### src/rtl/core/ddsr_pkg.sv
// Package: shared types, constants and helpers of the replacement engine.
`default_nettype none
package ddsr_pkg;
   localparam int NUM_SETS_DEF    = 2048;
   localparam int NUM_WAYS_DEF    = 16;
   localparam int LEADER_SETS_DEF = 32;
   localparam int ADDR_BITS_DEF   = 48;
   localparam logic [9:0]  PSEL_MID  = 10'd512;
   localparam logic [9:0]  PSEL_MAX  = 10'd1023;
   localparam logic [15:0] LFSR_SEED = 16'h0001;
   localparam logic [15:0] LFSR_MASK = 16'hB400;
   localparam logic [1:0]  RRPV_FAR  = 2'd3;
   localparam logic [1:0]  RRPV_LONG = 2'd2;
   localparam logic [1:0]  RRPV_NEAR = 2'd0;
   localparam logic [1:0]  DEAD_FILL = 2'd2;
   localparam logic        MODE_VICTIM = 1'b0;
   localparam logic        MODE_UPDATE = 1'b1;

   typedef struct packed {
      logic        mode;
      logic [10:0] set_index;
      logic [3:0]  way_index;
      logic [47:0] phys_address;
      logic        was_hit;
   } req_type;

   typedef struct packed {
      logic [3:0] victim_way;
      logic [9:0] policy_counter;
   } rsp_type;

   typedef enum logic [2:0] {
      ST_CLEAR, ST_IDLE, ST_READ, ST_STRIDE, ST_EXEC, ST_DECAY, ST_DONE
   } state_type;

   function automatic logic [15:0] lfsr_next(input logic [15:0] s);
      lfsr_next = s[0] ? ((s >> 1) ^ LFSR_MASK) : (s >> 1);
   endfunction
endpackage
`default_nettype wire

### src/rtl/core/ddsr_front.sv
// Front part: request queue that accepts requests and classifies set and way.
`default_nettype none
module ddsr_front #(
   parameter int NUM_SETS = ddsr_pkg::NUM_SETS_DEF,
   parameter int NUM_WAYS = ddsr_pkg::NUM_WAYS_DEF
) (
   input  wire logic             clock,
   input  wire logic             reset,
   input  wire logic             push,
   output logic                  full,
   input  wire ddsr_pkg::req_type req_in,
   output logic                  q_valid,
   input  wire logic             q_take,
   output ddsr_pkg::req_type     q_item
);
   // two-entry queue; set and way are reduced to range at entry
   ddsr_pkg::req_type mem_ff [2];
   logic rd_ff, wr_ff;
   logic [1:0] cnt_ff;
   logic [1:0] cnt_in;
   ddsr_pkg::req_type cls;
   logic do_push, do_pop;

   assign full    = cnt_ff == 2'd2;
   assign q_valid = cnt_ff != 2'd0;
   assign do_push = push && !full;
   assign do_pop  = q_take && q_valid;
   assign q_item  = mem_ff[rd_ff];

   always_comb begin
      cls = req_in;
      cls.set_index = req_in.set_index & 11'(NUM_SETS - 1);
      cls.way_index = req_in.way_index & 4'(NUM_WAYS - 1);
      cnt_in = cnt_ff + 2'(do_push) - 2'(do_pop);
   end

   always_ff @(posedge clock) begin
      if (reset) begin
         rd_ff <= 1'b0;
         wr_ff <= 1'b0;
         cnt_ff <= 2'd0;
      end else begin
         cnt_ff <= cnt_in;
         if (do_push) wr_ff <= !wr_ff;
         if (do_pop) rd_ff <= !rd_ff;
      end
      if (do_push) mem_ff[wr_ff] <= cls;
   end

   a_cnt: assert property (@(posedge clock) disable iff (reset) cnt_ff <= 2'd2)
      else $error("queue count overflow");
   a_full: assert property (@(posedge clock) disable iff (reset)
      full |-> !q_valid == 1'b0) else $error("full but empty");
   a_inc: assert property (@(posedge clock) disable iff (reset)
      (do_push && !do_pop) |=> cnt_ff == $past(cnt_ff) + 2'd1)
      else $error("count did not advance");
endmodule
`default_nettype wire

### config.mk
export PLATFORM = sky130hd
export DESIGN_NAME = ddsr_front
export DESIGN_NICKNAME = d
export VERILOG_FILES = /design/src/rtl/core/ddsr_pkg.sv /design/src/rtl/core/ddsr_front.sv
export SDC_FILE = /design/constraint.sdc
export NUM_CORES = 1
export LEC_CHECK = 0
export BUFFER_PORTS_ARGS = -buffer_cell sky130_fd_sc_hd__buf_4
export CAP_MARGIN = 40
export CORE_MARGIN = 2
export CORE_UTILIZATION = 38
export CTS_CLUSTER_SIZE = 12
export DETAILED_ROUTE_END_ITERATION = 10
export SYNTH_ARGS = -nofsm -noshare
export SYNTH_HDL_FRONTEND = slang
export SYNTH_SLANG_ARGS = --single-unit
### constraint.sdc
create_clock -name clock -period 2.4 [get_ports clock]
set_input_delay 0.36 -clock clock [delete_from_list [all_inputs] [get_ports clock]]
set_output_delay 0.36 -clock clock [all_outputs]
set_load 0.01 [all_outputs]
# == Word level (Yosys, flattened, before mapping) ==
# Memory sizes are Yosys's and may differ from the RTL's. A register that Yosys moved wholly into a read port is not among the register bits.
# Cells that the tools add are included.
# op_classes
reduce_logical,6
n_eq_ne,1
bitwise,0
multipliers,0
shift,0
n_addsub,2
magnitude_cmp,0
mux,4
n_div,0
# ops
op,n
2-to-1 mux 1 bit,4
logical NOT 1 bit,3
adder 2 x 1 -> 2 bit,1
"equality test 2 bit, second input constant",1
logical AND 1 bit,2
nonzero test 2 bit,1
subtractor 2 x 1 -> 2 bit,1
# word_totals
inputBits,69
latchBits,0
romBits,0
out_inout_bits,67
word_cells,17
n_memories,1
register_bits,4
ramBits,130
# memory_table
memory,depth,word_bits,read_ports,rd_clocked_by_memory_dff,wr,line,source
mem_ff,2,65,1,1,1,ddsr_front.sv:17,ddsr_pkg::req_type mem_ff [2];

# == Depth between registers and ports, before layout ==
# Gate-level depths: netlist of the first run.
# logic_depth
word_depth,5
ltp_mapped,8
ltp_nobuf,8

# == Least setup slack after synthesis of the first run ==
# Ideal clock, no wire load.
# synth_path
kind,register -> register
from,register cnt_ff[0]
to,"memory mem_ff[0][0] (netlist bit), enable pin"
n_path_buf,0
path_stages_with_launch,5
setup_ps,419
required_time_ps,1981
arrival_ps,2127
slack_ps,-147
period_less_slack_ps,2547
cell_sequence,dfxtp_1 > nand2b_2 > inv_2 > or3_1 > inv_1
# synth_between
elab_chain_cells,5
# synth_lines
element,line,source
"start, declared",ddsr_front.sv:19,logic [1:0] cnt_ff;
"start signal, assigned",ddsr_front.sv:43,cnt_ff <= cnt_in;
equality test 2 bit,ddsr_front.sv:24,assign full = cnt_ff == 2'd2;
named net full,ddsr_front.sv:10,"output logic full,"
logical NOT 1 bit,ddsr_front.sv:26,assign do_push = push && !full;
logical AND 1 bit,ddsr_front.sv:26,
2-to-1 mux 1 bit,ddsr_front.sv:47,if (do_push) mem_ff[wr_ff] <= cls;
2-to-1 mux 1 bit (not written as such),ddsr_front.sv:47,
"end, declared",ddsr_front.sv:17,
# The timed path passes the listed nets, and every way through them passes these cells.

==> impl_metrics.yaml, run 1 <==
critical_path:
  r2r_start: "cnt_ff[0]"
  r2r-end: "mem_ff[0][32]"
  crit_top_cell: "buf_4"
  r2r_cells: 5
  end_kind: "output pin"
  cp_slowest_stage_delay_ns: 0.41
  reg2reg_setup_slack_ns: 0.63
  arrival_ns: 1.71
  critical_path_required_ns: 2.04
  crit_slowest_cell: "buf_4"
  path_cells: "buf_4, mux2_2, buf_4"
  cp_max_fo: 35
  crit_end: "q_item[24]"
  start_kind: "flop"
  critPathKind: "flop to output pin"
min_path:
  hp-class: "primary input to flop"
sta:
  finalHoldViolations: 0
  tightest_slew_ns: 0.5655
  setup_viol_count_final: 0
  fin_crit_sh_pct: 86.19
  tns_ns: 0
  skew_ns: 0.01045
  fmax_mhz: 483.4
  drv_slew: 0
  layout_min_cycle_time_ns: 2.069
  worst_slack_ns: 0.3315
  maxSlewHeadroom_pct: 62.30
  rsz0062_at_grt: "false"
clock_network:
  path_clk_slew_ns: 0.05
  cts_setup_buffers: 0
  postCtsResizedCells: 0
  cts_buffers: 17
  htreeDepth: 4
  hold_buffers: 0
  clock_sinks: 135
  clockBufferDepth: 2
  cts_root_buf: "clkbuf_16"
  clk_latency_ns: 0.41
  cts_tree: "built"
cells_and_area:
  final_area_um2: 6724
  drive_above_1_share_pct: 59.90
  areaGrowthSynthToFinish_pct: 36.15
  n_antenna_cell: 0
  nets: 452
global_routing:
  globalRouteOverflowTotal: 0
  grt_pass1_vias: 2711
  grt_max_degree: 36
  globalRouteTotalUtil_pct: 13.11
  grt_pass1_wl_um: 13490
  antenna_found_initial: 0
pwr:
  power.total_uw: 7033
  power.density_nw_per_um2: 1046
  p_leak_uw: 0.002526
  p_seq_share_pct: 42.6
  p_int_uw: 5350
  p_sw_share_pct: 23.94
  p_sw_uw: 1683
  combinationalPowerShare_pct: 23.9
  vdd_drop_max_mv: 0.6528
  clkPwrFrac_pct: 33.5
routing:
  totalWireLength_um: 8631
  via_per_inst: 4.470
  drc_errors: 0
  vias: 2530
  first_pass_iters: 4
  final_antenna_net_count: 0
  drt_iter0_drc: 137
  routedWlPerCell_um: 15.25
logic_synthesis:
  yosysWarnings: 0
  synth.avg_cell_area_um2: 21.66
  synth_top_family_by_area: "multiplexers"
  synthAdderAreaFrac_pct: 0.5067
  ys_ff_latch: 135
  synth_xor_area_share_pct: 0.5320
  synth_top_area_share_pct: 79.05
  synth_area_leaders: "edfxtp_1 (79%), mux2_2 (15%), dfxtp_1 (2.0%)"
  synth-main-ff-cell: "edfxtp_1"
  synth_common_cells: "edfxtp_1 (130), mux2_2 (65), buf_6 (5), dfxtp_1 (5)"
  seq_area_frac_synth_pct: 81.07
  syn_area_um2: 4938
  synthCells: 228
  yosysTopAreaCell: "edfxtp_1"
  synthMuxAreaShare_pct: 14.82
  ys_types: 21
  synthesis.nets: 299
  synth.most_common_cell: "edfxtp_1"
  synthArstFlopShare_pct: 0
  synth_compound_area_share_pct: 0.3547
  synthSimpleGateAreaFrac_pct: 1.013
  synth_edf_count: 130
run:
  cap_violations: 0
floorplanning:
  dieArea_um2: 13920
  die_w_um: 118
  boundaryPins: 136
  coreArea_um2: 12670
  fp.dieH_um: 118
  initial_core_util_pct: 38.98
  num_rows: 41
place:
  dpl_cell_area_um2: 6173
  globalplace.congestion: 0.6847
  place_hpwl_um: 5611
  pre_cts_ws_ns: 0.6136
  io_buffer_count: 135
outcome:
  status: "complete, no violations"
==> power by group through the flow <==
| stage | Clock (uW) | Sequential (uW) | Combinational, uW |
|---|---|---|---|
| 2_1_floorplan | 0 | 3030 | 975 |
| 6_report | 2360 | 3000 | 1680 |
| 3_5_place_dp | 0 | 3040 | 1720 |
| 4_1_cts | 2430 | 3000 | 1730 |
| 3_3_place_gp | 0 | 3030 | 1710 |
| 5_1_grt | 2510 | 3020 | 1820 |
==> placed cells by master (no fill, tap or decap), types with 2 or more instances in the layout <==
cell type  synthesis  routed
nor2_1             3       3
mux2_2            65      65
clkinv_2           0       2
clkbuf_1           0       7
clkbuf_16          0      17
dfxtp_1            5       4
edfxtp_1         130     130
xnor2_1            2       2
clkbuf_8           0       4
buf_12             0       2
inv_1              3       2
ha_1               2       2
buf_4              1     139
==> critical path, delay by kind of cell (launching register included) <==
kind / cells / cell delay, ns
buffers and inverters: 2 / 0.56
flip-flops: 1 / 0.32
multiplexers: 1 / 0.41
==> registers in the layout, summed over array words and instances (netlist names), named ones only <==
register and count:
mem_ff 130, cnt_ff 2, rd_ff 1, wr_ff 1
==> final cells by class <==
cell class	count	area, um^2
Sequential cell	135	4005
Multi-Input combinational cell	82	850.8
Clock inverter	4	43.79
Timing Repair Buffer	141	1084
Tap cell	172	215.2
Inverter	4	18.77
Fill cell	1037	5947
Clock buffer	28	506.7
==> metrics by stage <==
step                      hold WS [ns]  instances  util (%)
final                           0.1318        566     53.07
after global routing            0.1112        566     53.07
after CTS                       0.1089        566     53.07
after detailed placement        0.4833        534     48.72
after global placement          0.4801        534     48.72
after floorplan                 0.4291        228         -
==> logic make-up after synthesis <==
group,Yosys count
AO/OA/AOI/OAI,3
flip-flops,135
adder cells (fa/ha/maj),2
multiplexers,65
buffers and inverters,11
AND/OR/NAND/NOR,9
XOR/XNOR,3
==> how the worst min path moves through the flow <==
| stage | depth (start not counted) | startpoint | to |
|---|---|---|---|
| 2_1_floorplan | 1 | reset | wr_ff |
| 3_3_place_gp | 2 | wr_ff | wr_ff |
| 3_5_place_dp | 2 | wr_ff | wr_ff |
| 4_1_cts | 1 | req_in[59] | mem_ff[1][59] |
| 5_1_grt | 1 | req_in[5] | mem_ff[1][5] |
| 6_report | 1 | req_in[31] | mem_ff[0][31] |
==> per-layer routing <==
metal | track usage [%] | wire length, um | up-vias | part of all wire [%]
met1 | 13.84 | 3359 | 1231 | 39
met2 | 21.88 | 4535 | 87 | 53
met4 | 7.154 | 144 | 0 | 1.7
met5 | 0 | 0 | - | 0
met3 | 5.862 | 591 | 12 | 6.8
li1 | - | - | 1200 | -
Note: power is estimated with default switching activity, not from simulation.
==> run 2, diff against run 1 <==
--- a/config.mk
+++ b/config.mk
@@ -11,6 +11,7 @@
 export CORE_UTILIZATION = 38
 export CTS_CLUSTER_SIZE = 12
 export DETAILED_ROUTE_END_ITERATION = 10
+export GPL_TIMING_DRIVEN = 0
 export SYNTH_ARGS = -nofsm -noshare
 export SYNTH_HDL_FRONTEND = slang
 export SYNTH_SLANG_ARGS = --single-unit
==> run 2 against run 1 <==
Against the previous run:
- worst hold slack worse by 0.0067 ns
- die area unchanged
- utilization increased by 0.80 points
- sequential power hardly changed
- critical path type is now flop to flop
- count of clock-buffer cells in the layout is 10 lower
- global-route usage rose by 0.40 points
- worst setup slack lost 0.025 ns
- critical path depth increased by 2
- final cell count grew 0.35%
- register-to-register slack got worse by 0.32 ns
- clock skew is 0.0045 ns lower
- first-iteration DRC count down 2.2%
==> impl_metrics.yaml, run 2 (synthesis gave the netlist of run 1 again) <==
critical_path:
  crit_cells: 5
  critPathKind: "flop to flop"
  crit_slowest_cell: "clkinvlp_4"
  cp_slowest_stage_delay_ns: 0.54
  path_cells: "nand2b_2, inv_2, or3_1, clkinvlp_4, buf_12"
  cp_num_buf_inv: 3
  arrival_ns: 2.19
  cpLargestDelayFamily: "buffers and inverters"
  r2r_cells: 5
  start_kind: "flop"
  cp_max_fo: 34
  end_kind: "flop"
  critical_path_required_ns: 2.50
sta:
  fmax_mhz: 477.7
  skew_ns: 0.005914
  tightest_slew_ns: 0.7441
  setup_viol_count_final: 0
  drv_slew: 0
  layout_min_cycle_time_ns: 2.093
  finalHoldViolations: 0
  rsz0062_at_grt: "false"
  fin_crit_sh_pct: 87.22
  maxSlewHeadroom_pct: 50.29
cells_and_area:
  n_antenna_cell: 0
  drive_above_1_share_pct: 61.62
  fill_cells: 1063
  seq_area_um2: 4004
  areaGrowthSynthToFinish_pct: 38.21
  multi_input_area_um2: 854.6
  final_area_um2: 6825
  final_common_cell: "buf_4"
  utilization_pct: 53.87
  reg_top3: "mem_ff: 130 flops, cnt_ff: 2 flops"
  stdcell_count: 568
  top_register: "mem_ff"
  nets: 455
  final_cell_mix: "buf_4 (136), edfxtp_1 (130), mux2_2 (65)"
  largest_reg_flops: 130
clock_network:
  cts_tree: "built"
  hold_buffers: 0
  cts_root_buf: "clkbuf_16"
  cts_setup_buffers: 0
  postCtsResizedCells: 0
  clk_latency_ns: 0.41
  htreeDepth: 4
  clock_sinks: 135
  clockBufferDepth: 2
  path_clk_slew_ns: 0.06
  cts_buffers: 17
floorplanning:
  dieArea_um2: 13920
  coreArea_um2: 12670
  boundaryPins: 136
  die_w_um: 118
  initial_core_util_pct: 38.98
  num_rows: 41
  fp.dieH_um: 118
global_routing:
  grt_max_degree: 35
  grt_pass1_vias: 2806
  grt_pass1_wl_um: 14030
  globalRouteTotalUtil_pct: 13.50
  globalRouteOverflowTotal: 0
  antenna_found_initial: 0
place:
  dpl_cell_area_um2: 6215
  placed_cells: 537
  globalplace.congestion: 0.6571
  io_buffer_count: 135
  place_hpwl_um: 5741
routing:
  totalWireLength_um: 8744
  vias: 2572
  routedWlPerCell_um: 15.39
  first_pass_iters: 5
  final_antenna_net_count: 0
  drt_iter0_drc: 134
  via_per_inst: 4.528
  drc_errors: 0
min_path:
  whs_path_depth: 1
  hp-class: "primary input to flop"
pwr:
  power.density_nw_per_um2: 1083
  vdd_drop_max_mv: 0.6972
  p_leak_uw: 0.002571
run:
  cap_violations: 0
outcome:
  status: "complete, no violations"
-- run 2: layer usage --
layer	track usage, %	vias to the layer above	wire length, um
li1	-	1202	-
met1	14.99	1254	3442
met2	21.98	96	4480
met3	5.766	20	602
met4	7.229	0	218
met5	0	-	0
-- run 2: report_power, final --
part / internal, uW / switching, uW / total, uW
registers: 2930 / 67.8 / 3000
clock network: 1730 / 936 / 2660
logic: 942 / 794 / 1740
-- run 2: path summary, 6_finish.rpt --
kind / from / to / slack, ns
min reg2reg: wr_ff / wr_ff / 0.49
max reg2reg: cnt_ff[0] / mem_ff[0][40] / 0.31
max: cnt_ff[0] / mem_ff[0][40] / 0.31
min: req_in[4] / mem_ff[1][4] / 0.13
-- run 2: worst reg2reg max path: cells and delay by family, from the launching register on --
kind                   cells  cell delay (ns)
DFF                        1             0.35
buffers and inverters      3             0.88
and+or+nand+nor            2             0.52
-- run 2: final cells by class --
type / instances / area share (%)
clock inverter: 13 / 2.658
inverter: 4 / 0.2750
timing repair buffer: 137 / 15.44
sequential: 135 / 58.66
clock buffer: 18 / 6.288
buffer: 7 / 1.008
multi-input combinational: 82 / 12.52
tap: 172 / 3.153
-- run 2: stage by stage --
| stage | hold slack, ns | total power [uW] | setup slack, ns | setup TNS (ns) |
|---|---|---|---|---|
| after global placement | 0.4663 | 4781 | -0.2806 | -17.98 |
| after CTS | 0.1064 | 7503 | 0.2701 | 0 |
| after floorplan | 0.4291 | 4004 | 0.3418 | 0 |
| after detailed placement | 0.4869 | 4817 | 0.2814 | 0 |
| after global routing | 0.1097 | 7710 | 0.1339 | 0 |
| final | 0.1251 | 7393 | 0.3068 | 0 |
==> run 3, diff against run 2 <==
--- a/config.mk
+++ b/config.mk
@@ -12,6 +12,7 @@
 export CTS_CLUSTER_SIZE = 12
 export DETAILED_ROUTE_END_ITERATION = 10
 export GPL_TIMING_DRIVEN = 0
+export PLACE_DENSITY = 0.69
 export SYNTH_ARGS = -nofsm -noshare
 export SYNTH_HDL_FRONTEND = slang
 export SYNTH_SLANG_ARGS = --single-unit
==> run 3 against run 2 <==
Against the previous run:
- combinational power about the same
- wire length increased by 2.5%
- utilization decreased by 0.24 points
- via count increased by 0.70%
- non-clock buffer count is 1 higher
- first-iteration DRC count decreased by 16%
- global-route usage rose by 0.13 points
- largest power group unchanged
- critical path depth is 1 lower
==> impl_metrics.yaml, run 3 (synthesis gave the netlist of run 1 again) <==
sta:
  maxSlewHeadroom_pct: 65.83
  worst_slack_ns: 0.4268
  finalHoldViolations: 0
  rsz0062_at_grt: "false"
  whs_ns: 0.1353
  skew_ns: 0.005568
  drv_slew: 0
  tightest_slew_ns: 0.5126
  tns_ns: 0
  fin_crit_sh_pct: 82.22
  setup_viol_count_final: 0
  fmax_mhz: 506.8
  layout_min_cycle_time_ns: 1.973
clock_network:
  cts_buffers: 17
  htreeDepth: 4
  cts_tree: "built"
  hold_buffers: 0
  cts_root_buf: "clkbuf_16"
  clockBufferDepth: 2
  postCtsResizedCells: 0
  cts_setup_buffers: 0
  clk_latency_ns: 0.41
  clock_sinks: 135
  path_clk_slew_ns: 0.05
floorplanning:
  coreArea_um2: 12670
  fp.dieH_um: 118
  dieArea_um2: 13920
  num_rows: 41
  initial_core_util_pct: 38.98
  boundaryPins: 136
  die_w_um: 118
routing:
  drt_iter0_drc: 112
  first_pass_iters: 4
  drc_errors: 0
  routedWlPerCell_um: 15.72
  totalWireLength_um: 8962
  via_per_inst: 4.544
  vias: 2590
  final_antenna_net_count: 0
cells_and_area:
  drive_above_1_share_pct: 60.30
  n_antenna_cell: 0
  final_common_cell: "buf_4"
  final_cell_mix: "buf_4 (136), edfxtp_1 (130), mux2_2 (65)"
  largest_reg_flops: 130
  top_register: "mem_ff"
  nets: 456
  areaGrowthSynthToFinish_pct: 37.60
  reg_top3: "mem_ff: 130 flops, cnt_ff: 2 flops"
  fill_cells: 1030
  final_area_um2: 6795
global_routing:
  globalRouteTotalUtil_pct: 13.63
  globalRouteOverflowTotal: 0
  grt_max_degree: 35
  grt_pass1_vias: 2742
  antenna_found_initial: 0
  grt_pass1_wl_um: 14190
run:
  cap_violations: 0
place:
  pre_cts_ws_ns: 0.5266
  io_buffer_count: 135
  globalplace.congestion: 0.6717
  place_hpwl_um: 5970
  dpl_cell_area_um2: 6235
critical_path:
  cp_max_fo: 10
  reg2reg_setup_slack_ns: 0.56
  end_kind: "output pin"
  r2r_cells: 5
  crit_end: "q_item[63]"
  arrival_ns: 1.61
  r2r-end: "mem_ff[0][25]"
  critPathKind: "flop to output pin"
  r2r_start: "cnt_ff[0]"
  critical_path_required_ns: 2.04
  start_kind: "flop"
pwr:
  vdd_drop_max_mv: 0.5964
  p_leak_uw: 0.002560
  power.total_uw: 7178
  power.density_nw_per_um2: 1056
min_path:
  hp-class: "primary input to flop"
outcome:
  status: "complete, no violations"
==> run 3: area by class of cell <==
cell class	instances	area [um^2]	area share, %
plain buffers	7	68.82	1.013
clock buffers	28	516.7	7.604
clock inverters	4	43.79	0.6444
inverters	4	18.77	0.2762
multi-input cells	82	854.6	12.58
flip-flops and latches	135	4004	58.92
well taps	172	215.2	3.167
repair buffers	138	1074	15.80
==> run 3: critical path: stages (launching register included) <==
cell and delay, ns:
dfxtp_1 0.32, buf_4 0.21, buf_6 0.18, mux2_2 0.35
buf_4 0.15
==> run 3: per-layer routing <==
layer  global-route usage [%]  part of all wire (%)  up-vias
li1                         -                     -     1210
met3                    4.893                   5.8       21
met1                    16.13                    42     1266
met2                    21.91                    50       93
met5                        0                     0        -
met4                    7.003                   2.2        0
==> run 3: worst min path at each step <==
stage / start / end / slack [ns] / depth (start not counted)
after global placement: wr_ff / wr_ff / 0.46 / 2
after CTS: req_in[47] / mem_ff[0][47] / 0.11 / 1
after detailed placement: wr_ff / wr_ff / 0.48 / 2
final: req_in[10] / mem_ff[0][10] / 0.14 / 1
after global routing: req_in[63] / mem_ff[1][63] / 0.11 / 1
after floorplan: reset / wr_ff / 0.43 / 1
==> run 3: report_power, final <==
group          total, uW  leakage [uW]  switching, uW  internal, uW
Clock               2420      0.000276            867          1560
Combinational       1760       0.00103            801           958
Sequential          3000       0.00126           69.1          2930
==> run 3: through the flow <==
step,std cells,util (%)
3_3_place_gp,535,48.70
3_5_place_dp,538,49.21
2_1_floorplan,228,-
6_report,570,53.63
4_1_cts,570,53.63
5_1_grt,570,53.63
